===== config.mk =====
export PLATFORM = sky130hd
export DESIGN_NAME = multi_level_long_press_detector
export DESIGN_NICKNAME = d
export VERILOG_FILES = /design/src/hw/rtl/mlpd_pkg.sv /design/src/hw/rtl/mlpd_cfg.sv /design/src/hw/rtl/mlpd_step.sv /design/src/hw/rtl/multi_level_long_press_detector.sv
export SDC_FILE = /design/constraint.sdc
export NUM_CORES = 1
export LEC_CHECK = 0
export ABC_AREA = 0
export BUFFER_PORTS_ARGS = -buffer_cell sky130_fd_sc_hd__buf_2
export CAP_MARGIN = 25
export CORE_MARGIN = 3
export CORE_UTILIZATION = 51
export DETAILED_ROUTE_END_ITERATION = 6
export MAX_ROUTING_LAYER = met4
export PLACE_DENSITY = 0.8
export SLEW_MARGIN = 20
export SYNTH_ARGS = -nofsm -noshare
export SYNTH_HDL_FRONTEND = slang
export SYNTH_SLANG_ARGS = --single-unit

===== constraint.sdc =====
create_clock -name clk -period 5.01 [get_ports clk]
set_clock_uncertainty 0.15 [all_clocks]
set_input_delay 0.501 -clock clk [delete_from_list [all_inputs] [get_ports clk]]
set_output_delay 0.501 -clock clk [all_outputs]
set_load 0.01 [all_outputs]

===== src/hw/rtl/mlpd_pkg.sv =====
// shared types and constants of the multi-level long-press detector
package mlpd_pkg;

	// field widths fixed by the interface
	localparam int DURATION_WIDTH = 16;
	localparam int LEVEL_WIDTH = 3;
	localparam int CFG_INDEX_WIDTH = 3;
	localparam int CFG_DATA_WIDTH = 16;
	localparam int THRESHOLD_SLOTS = 6;

	// register indexes of the configuration port
	localparam logic [CFG_INDEX_WIDTH-1:0] CFG_ACTIVE_LEVEL = 3'd0;
	localparam logic [CFG_INDEX_WIDTH-1:0] CFG_LEVEL_COUNT = 3'd1;
	localparam logic [CFG_INDEX_WIDTH-1:0] CFG_THRESHOLD_BASE = 3'd2;

	// item modes
	localparam logic MODE_TICK = 1'b0;
	localparam logic MODE_CLEAR = 1'b1;

	// reset values of the registers
	localparam logic ACTIVE_LEVEL_RESET = 1'b0;
	localparam logic [LEVEL_WIDTH-1:0] LEVEL_COUNT_RESET = 3'd6;
	localparam logic [THRESHOLD_SLOTS-1:0][CFG_DATA_WIDTH-1:0] THRESHOLD_RESET = {
		16'd5000, 16'd4000, 16'd3000, 16'd2000, 16'd1000, 16'd500
	};

	typedef struct packed {
		logic mode;
		logic pin_level;
	} item_t;

	typedef struct packed {
		logic                      released;
		logic [DURATION_WIDTH-1:0] press_duration;
		logic [LEVEL_WIDTH-1:0]    press_level;
		logic                      max_reached;
		logic                      held;
	} result_t;

	// decoded configuration handed to the datapath
	typedef struct packed {
		logic                   active_level;
		logic [LEVEL_WIDTH-1:0] level_count;
	} cfg_t;

endpackage


===== src/hw/rtl/mlpd_cfg.sv =====
// configuration register file with level count clamping
module mlpd_cfg #(
	parameter int MAX_LEVELS = 6
) (
	input  logic                                                    clk,
	input  logic                                                    arst_n,
	input  logic                                                    cfg_valid,
	output logic                                                    cfg_ready,
	input  logic [mlpd_pkg::CFG_INDEX_WIDTH-1:0]                    cfg_index,
	input  logic [mlpd_pkg::CFG_DATA_WIDTH-1:0]                     cfg_data,
	output mlpd_pkg::cfg_t                                          cfg,
	output logic [MAX_LEVELS-1:0][mlpd_pkg::CFG_DATA_WIDTH-1:0]     thresholds
);

	logic                                  active_level_q;
	logic [mlpd_pkg::LEVEL_WIDTH-1:0]      level_count_q;
	logic [MAX_LEVELS-1:0][mlpd_pkg::CFG_DATA_WIDTH-1:0] thresholds_q;
	logic                                  wr;

	assign cfg_ready = 1'b1;
	assign wr = cfg_valid && cfg_ready;

	always_ff @(posedge clk or negedge arst_n) begin
		if (!arst_n) begin
			active_level_q <= mlpd_pkg::ACTIVE_LEVEL_RESET;
			level_count_q <= mlpd_pkg::LEVEL_COUNT_RESET;
			for (int i = 0; i < MAX_LEVELS; i++) begin
				thresholds_q[i] <= mlpd_pkg::THRESHOLD_RESET[i];
			end
		end else if (wr) begin
			if (cfg_index == mlpd_pkg::CFG_ACTIVE_LEVEL) begin
				active_level_q <= cfg_data[0];
			end
			if (cfg_index == mlpd_pkg::CFG_LEVEL_COUNT) begin
				level_count_q <= cfg_data[mlpd_pkg::LEVEL_WIDTH-1:0];
			end
			// slots beyond the instantiated levels are dropped
			for (int i = 0; i < MAX_LEVELS; i++) begin
				if (cfg_index ==
				    mlpd_pkg::CFG_THRESHOLD_BASE + mlpd_pkg::CFG_INDEX_WIDTH'(i)) begin
					thresholds_q[i] <= cfg_data;
				end
			end
		end
	end

	// zero counts as one, anything above the built levels as the top
	always_comb begin
		cfg.active_level = active_level_q;
		if (level_count_q == '0) begin
			cfg.level_count = mlpd_pkg::LEVEL_WIDTH'(1);
		end else if (level_count_q > mlpd_pkg::LEVEL_WIDTH'(MAX_LEVELS)) begin
			cfg.level_count = mlpd_pkg::LEVEL_WIDTH'(MAX_LEVELS);
		end else begin
			cfg.level_count = level_count_q;
		end
	end

	assign thresholds = thresholds_q;

endmodule


===== src/hw/rtl/mlpd_step.sv =====
// next-state and result logic for one item
module mlpd_step #(
	parameter int MAX_LEVELS = 6,
	parameter int TIME_WIDTH = 16
) (
	input  mlpd_pkg::item_t                                     item,
	input  mlpd_pkg::cfg_t                                      cfg,
	input  logic [MAX_LEVELS-1:0][mlpd_pkg::CFG_DATA_WIDTH-1:0] thresholds,
	input  logic                                                last_pin,
	input  logic                                                timing,
	input  logic [TIME_WIDTH-1:0]                               elapsed,
	input  logic [mlpd_pkg::LEVEL_WIDTH-1:0]                    level,
	input  logic [TIME_WIDTH-1:0]                               last_duration,
	input  logic                                                max_flag,
	output logic                                                last_pin_nx,
	output logic                                                timing_nx,
	output logic [TIME_WIDTH-1:0]                               elapsed_nx,
	output logic [mlpd_pkg::LEVEL_WIDTH-1:0]                    level_nx,
	output logic [TIME_WIDTH-1:0]                               last_duration_nx,
	output logic                                                max_flag_nx,
	output mlpd_pkg::result_t                                   result
);

	logic                             change;
	logic                             press_start;
	logic                             done;
	logic                             update;
	logic                             released;
	logic [TIME_WIDTH-1:0]            elapsed_inc;
	logic [mlpd_pkg::LEVEL_WIDTH-1:0] cand;
	logic [31:0]                      dur_wide;

	always_comb begin
		change = item.pin_level != last_pin;
		press_start = change && (item.pin_level == cfg.active_level);
		done = 1'b0;
		released = 1'b0;
		last_pin_nx = last_pin;
		timing_nx = timing;
		level_nx = level;
		max_flag_nx = max_flag;
		last_duration_nx = last_duration;
		cand = '0;
		update = 1'b0;

		// timer runs on every tick of a press except the one that starts it
		if (timing && !press_start && (elapsed != {TIME_WIDTH{1'b1}})) begin
			elapsed_inc = elapsed + TIME_WIDTH'(1);
		end else begin
			elapsed_inc = elapsed;
		end
		elapsed_nx = elapsed_inc;

		if (item.mode == mlpd_pkg::MODE_CLEAR) begin
			last_duration_nx = '0;
			level_nx = '0;
			max_flag_nx = 1'b0;
			timing_nx = 1'b0;
			elapsed_nx = '0;
		end else begin
			if (change) begin
				last_pin_nx = item.pin_level;
				if (press_start) begin
					timing_nx = 1'b1;
					elapsed_nx = '0;
				end else if (timing) begin
					last_duration_nx = elapsed_inc;
					timing_nx = 1'b0;
					released = 1'b1;
					done = 1'b1;
				end
			end

			update = !done && timing_nx && (last_pin_nx == cfg.active_level);

			// highest level in use whose threshold the held time has met
			for (int i = 0; i < MAX_LEVELS; i++) begin
				if ((mlpd_pkg::LEVEL_WIDTH'(i) < cfg.level_count) &&
				    (32'(elapsed_nx) >= 32'(thresholds[i]))) begin
					cand = mlpd_pkg::LEVEL_WIDTH'(i + 1);
				end
			end

			if (update) begin
				if (cand > level) begin
					level_nx = cand;
				end
				if (level_nx == cfg.level_count) begin
					max_flag_nx = 1'b1;
				end
			end
		end
	end

	// duration saturates at the field's top
	assign dur_wide = 32'(last_duration_nx);

	always_comb begin
		result.released = released;
		if (dur_wide > 32'h0000_FFFF) begin
			result.press_duration = '1;
		end else begin
			result.press_duration = dur_wide[mlpd_pkg::DURATION_WIDTH-1:0];
		end
		result.press_level = level_nx;
		result.max_reached = max_flag_nx;
		result.held = timing_nx && (last_pin_nx == cfg.active_level);
	end

endmodule


===== src/hw/rtl/multi_level_long_press_detector.sv =====
// top level of the multi-level long-press detector
//
// usage
// - item channel (item_valid, item_stall, item): each transfer is one time
//   tick carrying the sampled pin level, or a clear command
// - result channel (result_valid, result_stall, result): exactly one result
//   transfer per item, in order; released pulses on the item that ends a press
// - cfg channel (cfg_valid, cfg_ready, cfg_index, cfg_data): register writes,
//   always ready; write only while no item is in flight
// - path: an accepted item is captured in the input register, then goes
//   through the update logic into the result register
// - throughput: one item per cycle unless a result stalls; the update is one
//   compare per threshold plus the timer increment between the two registers
// - stall: while result_stall holds a waiting result, an empty input register
//   still takes one more item, then item_stall rises until the result moves
// - reset: arst_n clears timer, level, flag, duration and both valid bits;
//   registers return to active-low pressing and the default six thresholds
module multi_level_long_press_detector #(
	parameter int MAX_LEVELS = 6,
	parameter int TIME_WIDTH = 16
) (
	input  logic                                 clk,
	input  logic                                 arst_n,
	input  logic                                 item_valid,
	output logic                                 item_stall,
	input  mlpd_pkg::item_t                      item,
	output logic                                 result_valid,
	input  logic                                 result_stall,
	output mlpd_pkg::result_t                    result,
	input  logic                                 cfg_valid,
	output logic                                 cfg_ready,
	input  logic [mlpd_pkg::CFG_INDEX_WIDTH-1:0] cfg_index,
	input  logic [mlpd_pkg::CFG_DATA_WIDTH-1:0]  cfg_data
);

	mlpd_pkg::cfg_t                                      cfg;
	logic [MAX_LEVELS-1:0][mlpd_pkg::CFG_DATA_WIDTH-1:0] thresholds;

	// input stage
	logic            item_valid_s1;
	mlpd_pkg::item_t item_s1;

	// press state
	logic                             last_pin_q;
	logic                             timing_q;
	logic [TIME_WIDTH-1:0]            elapsed_q;
	logic [mlpd_pkg::LEVEL_WIDTH-1:0] level_q;
	logic [TIME_WIDTH-1:0]            last_duration_q;
	logic                             max_flag_q;

	logic                             last_pin_nx;
	logic                             timing_nx;
	logic [TIME_WIDTH-1:0]            elapsed_nx;
	logic [mlpd_pkg::LEVEL_WIDTH-1:0] level_nx;
	logic [TIME_WIDTH-1:0]            last_duration_nx;
	logic                             max_flag_nx;
	mlpd_pkg::result_t                result_nx;

	// result register
	logic              result_valid_s2;
	mlpd_pkg::result_t result_s2;

	logic result_blocked;
	logic advance;

	mlpd_cfg #(
		.MAX_LEVELS (MAX_LEVELS)
	) u_cfg (
		.clk        (clk),
		.arst_n     (arst_n),
		.cfg_valid  (cfg_valid),
		.cfg_ready  (cfg_ready),
		.cfg_index  (cfg_index),
		.cfg_data   (cfg_data),
		.cfg        (cfg),
		.thresholds (thresholds)
	);

	// a waiting result that the receiver holds off blocks the input stage
	assign result_blocked = result_valid_s2 && result_stall;
	assign advance = item_valid_s1 && !result_blocked;
	assign item_stall = item_valid_s1 && result_blocked;

	always_ff @(posedge clk or negedge arst_n) begin
		if (!arst_n) begin
			item_valid_s1 <= 1'b0;
		end else if (!item_stall) begin
			item_valid_s1 <= item_valid;
		end
	end

	always_ff @(posedge clk) begin
		if (item_valid && !item_stall) begin
			item_s1 <= item;
		end
	end

	mlpd_step #(
		.MAX_LEVELS (MAX_LEVELS),
		.TIME_WIDTH (TIME_WIDTH)
	) u_step (
		.item             (item_s1),
		.cfg              (cfg),
		.thresholds       (thresholds),
		.last_pin         (last_pin_q),
		.timing           (timing_q),
		.elapsed          (elapsed_q),
		.level            (level_q),
		.last_duration    (last_duration_q),
		.max_flag         (max_flag_q),
		.last_pin_nx      (last_pin_nx),
		.timing_nx        (timing_nx),
		.elapsed_nx       (elapsed_nx),
		.level_nx         (level_nx),
		.last_duration_nx (last_duration_nx),
		.max_flag_nx      (max_flag_nx),
		.result           (result_nx)
	);

	// state moves only when the item's result is written
	always_ff @(posedge clk or negedge arst_n) begin
		if (!arst_n) begin
			last_pin_q <= 1'b0;
			timing_q <= 1'b0;
			elapsed_q <= '0;
			level_q <= '0;
			last_duration_q <= '0;
			max_flag_q <= 1'b0;
		end else if (advance) begin
			last_pin_q <= last_pin_nx;
			timing_q <= timing_nx;
			elapsed_q <= elapsed_nx;
			level_q <= level_nx;
			last_duration_q <= last_duration_nx;
			max_flag_q <= max_flag_nx;
		end
	end

	always_ff @(posedge clk or negedge arst_n) begin
		if (!arst_n) begin
			result_valid_s2 <= 1'b0;
		end else if (advance) begin
			result_valid_s2 <= 1'b1;
		end else if (!result_stall) begin
			result_valid_s2 <= 1'b0;
		end
	end

	always_ff @(posedge clk) begin
		if (advance) begin
			result_s2 <= result_nx;
		end
	end

	assign result_valid = result_valid_s2;
	assign result = result_s2;

	// the input stage is only held while it has an item
	assert property (@(posedge clk) disable iff (!arst_n)
		item_stall |-> item_valid_s1)
		else $error("item stall without a held item");

	// the shown held flag matches the press state behind it
	assert property (@(posedge clk) disable iff (!arst_n)
		result_valid_s2 |-> (result_s2.held == (timing_q && (last_pin_q == cfg.active_level))))
		else $error("held flag out of step with press state");

	// a press that just ended is no longer held
	assert property (@(posedge clk) disable iff (!arst_n)
		(result_valid_s2 && result_s2.released) |-> !result_s2.held)
		else $error("released and held together");

	// the max flag needs a level
	assert property (@(posedge clk) disable iff (!arst_n)
		(result_valid_s2 && result_s2.max_reached) |-> (result_s2.press_level != '0))
		else $error("max reached with no level");

	// the level never passes the built levels
	assert property (@(posedge clk) disable iff (!arst_n)
		result_valid_s2 |-> (result_s2.press_level <= mlpd_pkg::LEVEL_WIDTH'(MAX_LEVELS)))
		else $error("press level beyond the top level");

endmodule


; After elaboration in Yosys (flattened, before gate mapping)
; Index checks and enable logic that the tools add are counted.
[totals]
ff_bits = 164
latch_bits = 0
ramBits = 0
rom_bits = 0
inputBits = 26
output_inout_bits = 25
word_cells = 122
mem_count = 0
[classes]
n_addsub = 1
n_mul = 0
div = 0
magnitude_cmp = 15
n_eq_ne = 14
shift = 0
n_mux = 39
bitwise = 0
reduce_logical = 30
[op_table]
columns = operator, n
row1 = 16-bit 2-to-1 mux, 9
row2 = 16-bit >= comparator, 6
row3 = 3-bit 2-to-1 mux, 11
row4 = 1-bit 2-to-1 mux, 17
row5 = 16-bit by 1-bit adder with 16-bit output (second input constant), 1
row6 = 16-bit > comparator (second input constant), 1
row7 = 1-bit logical AND, 16
row8 = 16-bit != test (second input constant), 1
row9 = 2-bit AND reduction, 8
row10 = 3-bit equality test (second input constant), 4
row11 = 3-bit by 2-bit equality test with 1-bit output (second input constant), 2
row12 = 3-bit zero test, 2
row13 = 1-bit by 3-bit less-than comparator with 1-bit output (first input constant), 2
row14 = 2-bit by 3-bit less-than comparator with 1-bit output (first input constant), 2
row15 = 3-bit less-than comparator (first input constant), 2
row16 = 1-bit zero test, 4
row17 = 2-bit 2-to-1 mux, 2
row18 = 1-bit equality test, 3
row19 = 3-bit by 1-bit equality test with 1-bit output (second input constant), 1
row20 = 3-bit equality test, 1
row21 = 3-bit > comparator, 1
row22 = 3-bit > comparator (second input constant), 1
row23 = 2-bit by 1-bit != test with 1-bit output (second input constant), 1
row24 = 1-bit != test, 1

; Logic depth before layout (Yosys ltp)
[logic_depth]
depth_word = 26
ltp_mapped = 29
depth_no_buf = 28

; Modules after synthesis
; Synthesis repeated with hierarchy kept, for this count alone.
[hier_totals]
cells_unflattened = 864
area_unflattened_um2 = 9998.3
[modules_own_cells]
columns = module, n_inst, cells_per_inst, area_each_um2, seq_area_each_um2
row1 = mlpd_cfg, 1, 228, 4051.4, 2549.9
row2 = mlpd_step, 1, 524, 3677.3, 0.0
row3 = multi_level_long_press_detector, 1, 112, 2269.7, 1721.7

; Worst setup path before layout
; OpenSTA, ideal clock, no wires.
[synth_path]
path_kind = reg-to-reg
start = register u_cfg.active_level_q
end = register level_q[2] (netlist bit)
setup_time_ns = 0.096
arrival_time_ns = 4.982
required_ns = 4.764
path_slack_ns = -0.218
path_stages_with_launch = 24
n_path_buf = 0
synth_period_minus_slack_ns = 5.228
cell_sequence = dfrtp_1 nor2b_1 a22oi_2 o311ai_4 nor3_1 nand4_1 xor2_1 nor2_1 ha_1 a21o_1 a21o_1 a2111o_1 a22oi_1 o211a_1 o21ai_0 ha_1 nor2b_1 o21ai_0 inv_1 o21ai_1 nor2_1 a311oi_1 nand2_1 o21ai_0
[synth_between]
elab_chain_len = 24
word_cells_on_any_way = 44
cone_classes = order compare: 7 / eq/ne: 2 / mux: 22 / reduce/logical: 13
[synth_rtl]
columns = item, line
row1 = "start, declared", mlpd_cfg.sv:15  ; logic active_level_q;
row2 = "start signal, assigned", mlpd_cfg.sv:25  ; active_level_q <= mlpd_pkg::ACTIVE_LEVEL_RESET;
row3 = "start signal, assigned", mlpd_cfg.sv:32  ; active_level_q <= cfg_data[0];
row4 = 1-bit equality test, mlpd_step.sv:35  ; press_start = change && (item.pin_level == cfg.active_level);
row5 = 1-bit logical AND, mlpd_step.sv:35
row6 = 1-bit zero test, mlpd_step.sv:47  ; if (timing && !press_start && (elapsed != {TIME_WIDTH{1'b1}})) begin
row7 = 1-bit logical AND (2 in series), mlpd_step.sv:47
row8 = 16-bit 2-to-1 mux, mlpd_step.sv:47
row9 = 16-bit 2-to-1 mux, mlpd_step.sv:63  ; if (press_start) begin
row10 = 16-bit 2-to-1 mux, mlpd_step.sv:61  ; if (change) begin
row11 = 16-bit 2-to-1 mux, mlpd_step.sv:54  ; if (item.mode == mlpd_pkg::MODE_CLEAR) begin
row12 = (+8 left out), -
row13 = 3-bit 2-to-1 mux, mlpd_step.sv:54
row14 = 3-bit > comparator, mlpd_step.sv:85  ; if (cand > level) begin
row15 = 3-bit 2-to-1 mux, mlpd_step.sv:85
row16 = 3-bit 2-to-1 mux, mlpd_step.sv:84  ; if (update) begin
row17 = 3-bit 2-to-1 mux, mlpd_step.sv:54
row18 = 3-bit 2-to-1 mux *, mlpd_step.sv:84
row19 = 3-bit 2-to-1 mux *, mlpd_step.sv:54
row20 = "named net level_nx, one bit", multi_level_long_press_detector.sv:54  ; logic [mlpd_pkg::LEVEL_WIDTH-1:0] level_nx;
row21 = "end signal, assigned", multi_level_long_press_detector.sv:133  ; level_q <= level_nx;
row22 = "end, declared", multi_level_long_press_detector.sv:47  ; logic [mlpd_pkg::LEVEL_WIDTH-1:0] level_q;
; Mark *: on every way through the listed nets, which the timed path passes. The rest lies on a longest branch. The select of a mux whose other input is x is not followed.
; A chain may end at the register's enable or synchronous reset.

; Final worst setup path
[layout_path]
start = register item_s1[0] (netlist bit)
end = register result_s2, in the netlist result[1] (data pin)
[layout_between]
elab_chain_len = 26
word_cells_on_any_way = 49
cone_classes = order compare: 7 / eq/ne: 4 / mux: 25 / reduce/logical: 13
[layout_rtl]
columns = item, line
row1 = "start, declared", multi_level_long_press_detector.sv:41  ; mlpd_pkg::item_t item_s1;
row2 = "start signal, assigned", multi_level_long_press_detector.sv:94  ; item_s1 <= item;
row3 = 1-bit != test or 1-bit equality test (tied branches), "mlpd_step.sv:34, mlpd_step.sv:35"
row4 = 1-bit logical AND, mlpd_step.sv:35
row5 = 1-bit zero test, mlpd_step.sv:47
row6 = 1-bit logical AND (2 in series), mlpd_step.sv:47
row7 = 16-bit 2-to-1 mux, mlpd_step.sv:47
row8 = 16-bit 2-to-1 mux, mlpd_step.sv:63
row9 = 16-bit 2-to-1 mux, mlpd_step.sv:61
row10 = 16-bit 2-to-1 mux, mlpd_step.sv:54
row11 = (+10 left out), -
row12 = 3-bit 2-to-1 mux, mlpd_step.sv:85
row13 = 3-bit 2-to-1 mux, mlpd_step.sv:84
row14 = 3-bit 2-to-1 mux, mlpd_step.sv:54
row15 = 3-bit equality test, mlpd_step.sv:88  ; if (level_nx == cfg.level_count) begin
row16 = 1-bit 2-to-1 mux, mlpd_step.sv:88
row17 = 1-bit 2-to-1 mux *, mlpd_step.sv:84
row18 = 1-bit 2-to-1 mux *, mlpd_step.sv:54
row19 = named net max_flag_nx, multi_level_long_press_detector.sv:56  ; logic max_flag_nx;
row20 = "end signal, assigned", multi_level_long_press_detector.sv:151  ; result_s2 <= result_nx;
row21 = "end, declared", multi_level_long_press_detector.sv:61  ; mlpd_pkg::result_t result_s2;
; Marked as above.

==> summary.txt <==
Outcome
  • Status: finished, violations left
  • Failing checks: setup timing

Route
  • Vias per std cell: 6.031
  • Number of iterations in the first detailed-routing pass: 5
  • Average wire per standard cell: 21.32 µm
  • Vias: 8058
  • Routed Antenna Nets: 0
  • DRC viols: 0
  • DR iter-0 viols: 780
  • Final WL: 28480 µm

Global routing
  • Antenna violations before repair: 0
  • First-pass GRT wire length: 40770 µm
  • Largest net degree at the start of global routing: 112
  • Overall Global Routing Usage: 26.61%
  • Vias in the first global route: 7956
  • Global route total overflow: 0

Final layout
  • Register area: 4272 µm²
  • Core Util, Final: 69.81%
  • Number of fill cells: 1173
  • Nets: 1224
  • Ant. Diodes: 0
  • Multi-input logic area: 5399 µm²
  • Area growth from synthesis to layout: 31.31%
  • Layout cell share with drive strength beyond 1: 41.13%

Worst setup path
  • CP bufs+invs: 4
  • Crit start category: register
  • Kind of critical path: reg2reg
  • Data required time of the worst path: 5.14 ns
  • Slowest cell on crit path: edfxtp_1
  • Crit. End Element: register
  • Worst R2R Path Depth: 26
  • Critical R2R Capture: result[1]$_DFFE_PP_
  • CP delay by family, top: compound AO/OA/AOI/OAI gates
  • Critical R2R Launch: item_s1[0]$_DFFE_PP_
  • CP max stage delay: 0.50 ns
  • Max Fanout on Critical Path: 6
  • Worst reg2reg setup slack: -0.39 ns
  • Critical Path AT: 5.53 ns

CTS
  • Num CTS Buffers: 17
  • Max clock buf depth: 2
  • CTS Root Buffer Type: clkbuf_16
  • CTS tree: done
  • H-tree depth: 4
  • Worst-skew pair later-pin latency: 0.43 ns
  • Clk slew on worst S/H paths: 0.07 ns
  • CTS Sinks: 164

STA
  • Slew Limit Fails: 0
  • Slew headroom: 39.33%
  • Post-route worst setup slack: -0.3884 ns
  • Final worst path period share: 107.8%
  • Final Critical Period: 5.398 ns
  • Final setup viols: 8
  • TNS Setup: -1.526 ns
  • Fmax: 185.2 MHz
  • Measured slew at the worst slew-check pin: 0.9100 ns
  • RSZ-0062 raised after global routing: true
  • Final hold vios: 0

Power
  • P per Cell Area: 338.6 nW/µm²
  • Leak pwr: 5.799 nW
  • Max VDD drop: 281.9 µV

Worst hold path
  • Worst Hold Class: in2async

Floorplanning
  • Top Ports: 51
  • Core area: 17660 µm²
  • Die ar.: 20070 µm²
  • Die Height: 141.7 µm
  • Initial Utilization: 53.17%
  • Row cnt: 48
  • Die X: 141.7 µm

Logic synthesis
  • Ys Warns: 0
  • Avg Inst Size Synth: 10.25 µm²
  • Asr flop ratio synth: 85.37%
  • Most common cell in the synthesized netlist: dfrtp_1
  • Synth Flop Type: dfrtp_1
  • Post-synth EDFFs: 24
  • Cells after Synth: 916
  • Yosys cell types: 64
  • Synth top area cells: dfrtp_1 (27%), ha_1 (13%), dfstp_2 (11%), mux2_2 (8.6%), edfxtp_1 (7.7%)
  • Post-synth top area share: 27.19%
  • Yosys top cell by area: dfrtp_1
  • List of most frequent post-synthesis cells: dfrtp_1 (102), inv_1 (101), ha_1 (100)
  • Synthesized cell area: 9388 µm²
  • Synth Register Bits: 164
  • Register area share after synthesis: 45.50%
  • Synthesized net count: 1042

Placed design
  • Port bufs: 49
  • Post-DP HPWL: 16490 µm
  • Placer Congestion: 0.9055

Flow run
  • MaxCap Viol Count: 0
## flip-flops by register name, summed over array words and instances, names as in the netlist, 2 cells and up
register and flops:
last_duration_q 16, result 22, level_q 3, elapsed_q 16, item_s1 2, u_cfg.level_count_q 3, u_cfg.thresholds 96
## per-stage QoR
step                      hold slack (ns)  cells  setup WS (ns)  cell area (µm²)  power (W)
after floorplan                   0.05541    916       0.002429             9417   0.002284
after global placement             0.3096   1265        -0.2835            10630   0.002560
after detailed placement           0.3194   1268        -0.4686            10660   0.002605
after CTS                         0.09024   1323       -0.08287            11820   0.004018
after global routing              0.08955   1336        -0.6098            12330   0.004361
final                             0.06519   1336        -0.3884            12330   0.004174
## layout by cell type (no fill, tap or decap), types with 9 or more instances in the layout
cell       Yosys  final
buf_4          1    133
dfrtp_1      102    102
inv_1        101    100
nand2_1       93     89
ha_1         100     82
mux2_2        72     72
o21ai_0       77     62
buf_2          3     48
nor2_1        60     44
dfstp_2       38     38
a21oi_1       40     25
edfxtp_1      24     24
clkbuf_16      0     19
ha_4           0     17
a21o_1        14     14
nand3_1       14     13
a21oi_2        0     13
buf_6          1     13
nor2_4         0     11
o31ai_1       13     11
o21ai_1        2     10
a211oi_1      13      9
## worst register-to-register path, cell delays in order, from the launching register on
cell and delay [ns]:
edfxtp_1 0.50, a22oi_2 0.33, o311ai_4 0.18, buf_6 0.16
nor3_4 0.21, nand3_1 0.19, xor2_2 0.24, nor2_1 0.07
buf_4 0.18, ha_1 0.32, a21oi_1 0.21, o21ai_2 0.12
a211oi_2 0.28, o22ai_2 0.17, a21o_1 0.19, o21ai_2 0.19
ha_4 0.24, nor2b_4 0.12, o21ai_1 0.11, inv_1 0.08
o21ai_4 0.22, buf_6 0.15, nor2_2 0.03, nand3_1 0.10
o311a_1 0.23, nand2_1 0.11, o2bb2ai_2 0.15
## area by class of cell
class | count | share of cell area, %
Inverter | 101 | 3.076
Sequential cell | 164 | 34.65
Timing Repair Buffer | 195 | 11.35
Tap cell | 225 | 2.284
Clock inverter | 10 | 0.7308
Multi-Input combinational cell | 619 | 43.80
Clock buffer | 22 | 4.111
## repair_timing
| item | CTS | global route |
|---|---|---|
| gates resized for setup | 80 | 74 |
| buffers inserted | 24 | 15 |
| hold buffers | 0 | 0 |
| endpoints found under the setup margin | 8 | 8 |
| pin swaps | 46 | 49 |
## layer usage
metal | routed length [µm] | part of all wire [%] | vias to the layer above | GRT usage (%)
met5 | 0 | 0 | - | -
met4 | 1260 | 4.4 | 0 | 9.848
met3 | 2157 | 7.6 | 113 | 5.932
met2 | 13740 | 48 | 424 | 42.11
met1 | 11330 | 40 | 3951 | 33.74
li1 | - | - | 3570 | -
## cells by family after synthesis
| family | count (synthesis) | synth area share [%] |
|---|---|---|
| AO/OA/AOI/OAI | 202 | 13.83 |
| other | 1 | 0.03995 |
| XOR/XNOR | 20 | 2.026 |
| adder cells (fa/ha/maj) | 101 | 13.43 |
| AND/OR/NAND/NOR | 221 | 10.84 |
| multiplexers | 74 | 8.850 |
| buffers and inverters | 133 | 5.478 |
| flip-flops | 164 | 45.50 |
## worst max path at each step
stage / from / cells after the start / slack (ns) / end
after floorplan: elapsed_q[0]$_DFFE_PN0P_ / 24 / 0.002 / level_q[2]$_DFFE_PN0P_
after global placement: u_cfg.active_level_q$_DFFE_PN0P_ / 27 / -0.28 / result[1]$_DFFE_PP_
after detailed placement: elapsed_q[1]$_DFFE_PN0P_ / 31 / -0.47 / level_q[2]$_DFFE_PN0P_
after CTS: elapsed_q[1]$_DFFE_PN0P_ / 31 / -0.08 / result[1]$_DFFE_PP_
after global routing: item_s1[0]$_DFFE_PP_ / 27 / -0.61 / result[1]$_DFFE_PP_
final: item_s1[0]$_DFFE_PP_ / 26 / -0.39 / result[1]$_DFFE_PP_
## report_power, final
group / leakage (nW) / internal, W / switching (W)
Sequential: 1.93 / 0.00162 / 0.000126
Clock: 0.293 / 0.000771 / 0.000561
Combinational: 3.57 / 0.000479 / 0.000619
Total: 5.80 / 0.00287 / 0.00131
(Power assumes the default switching activity.)
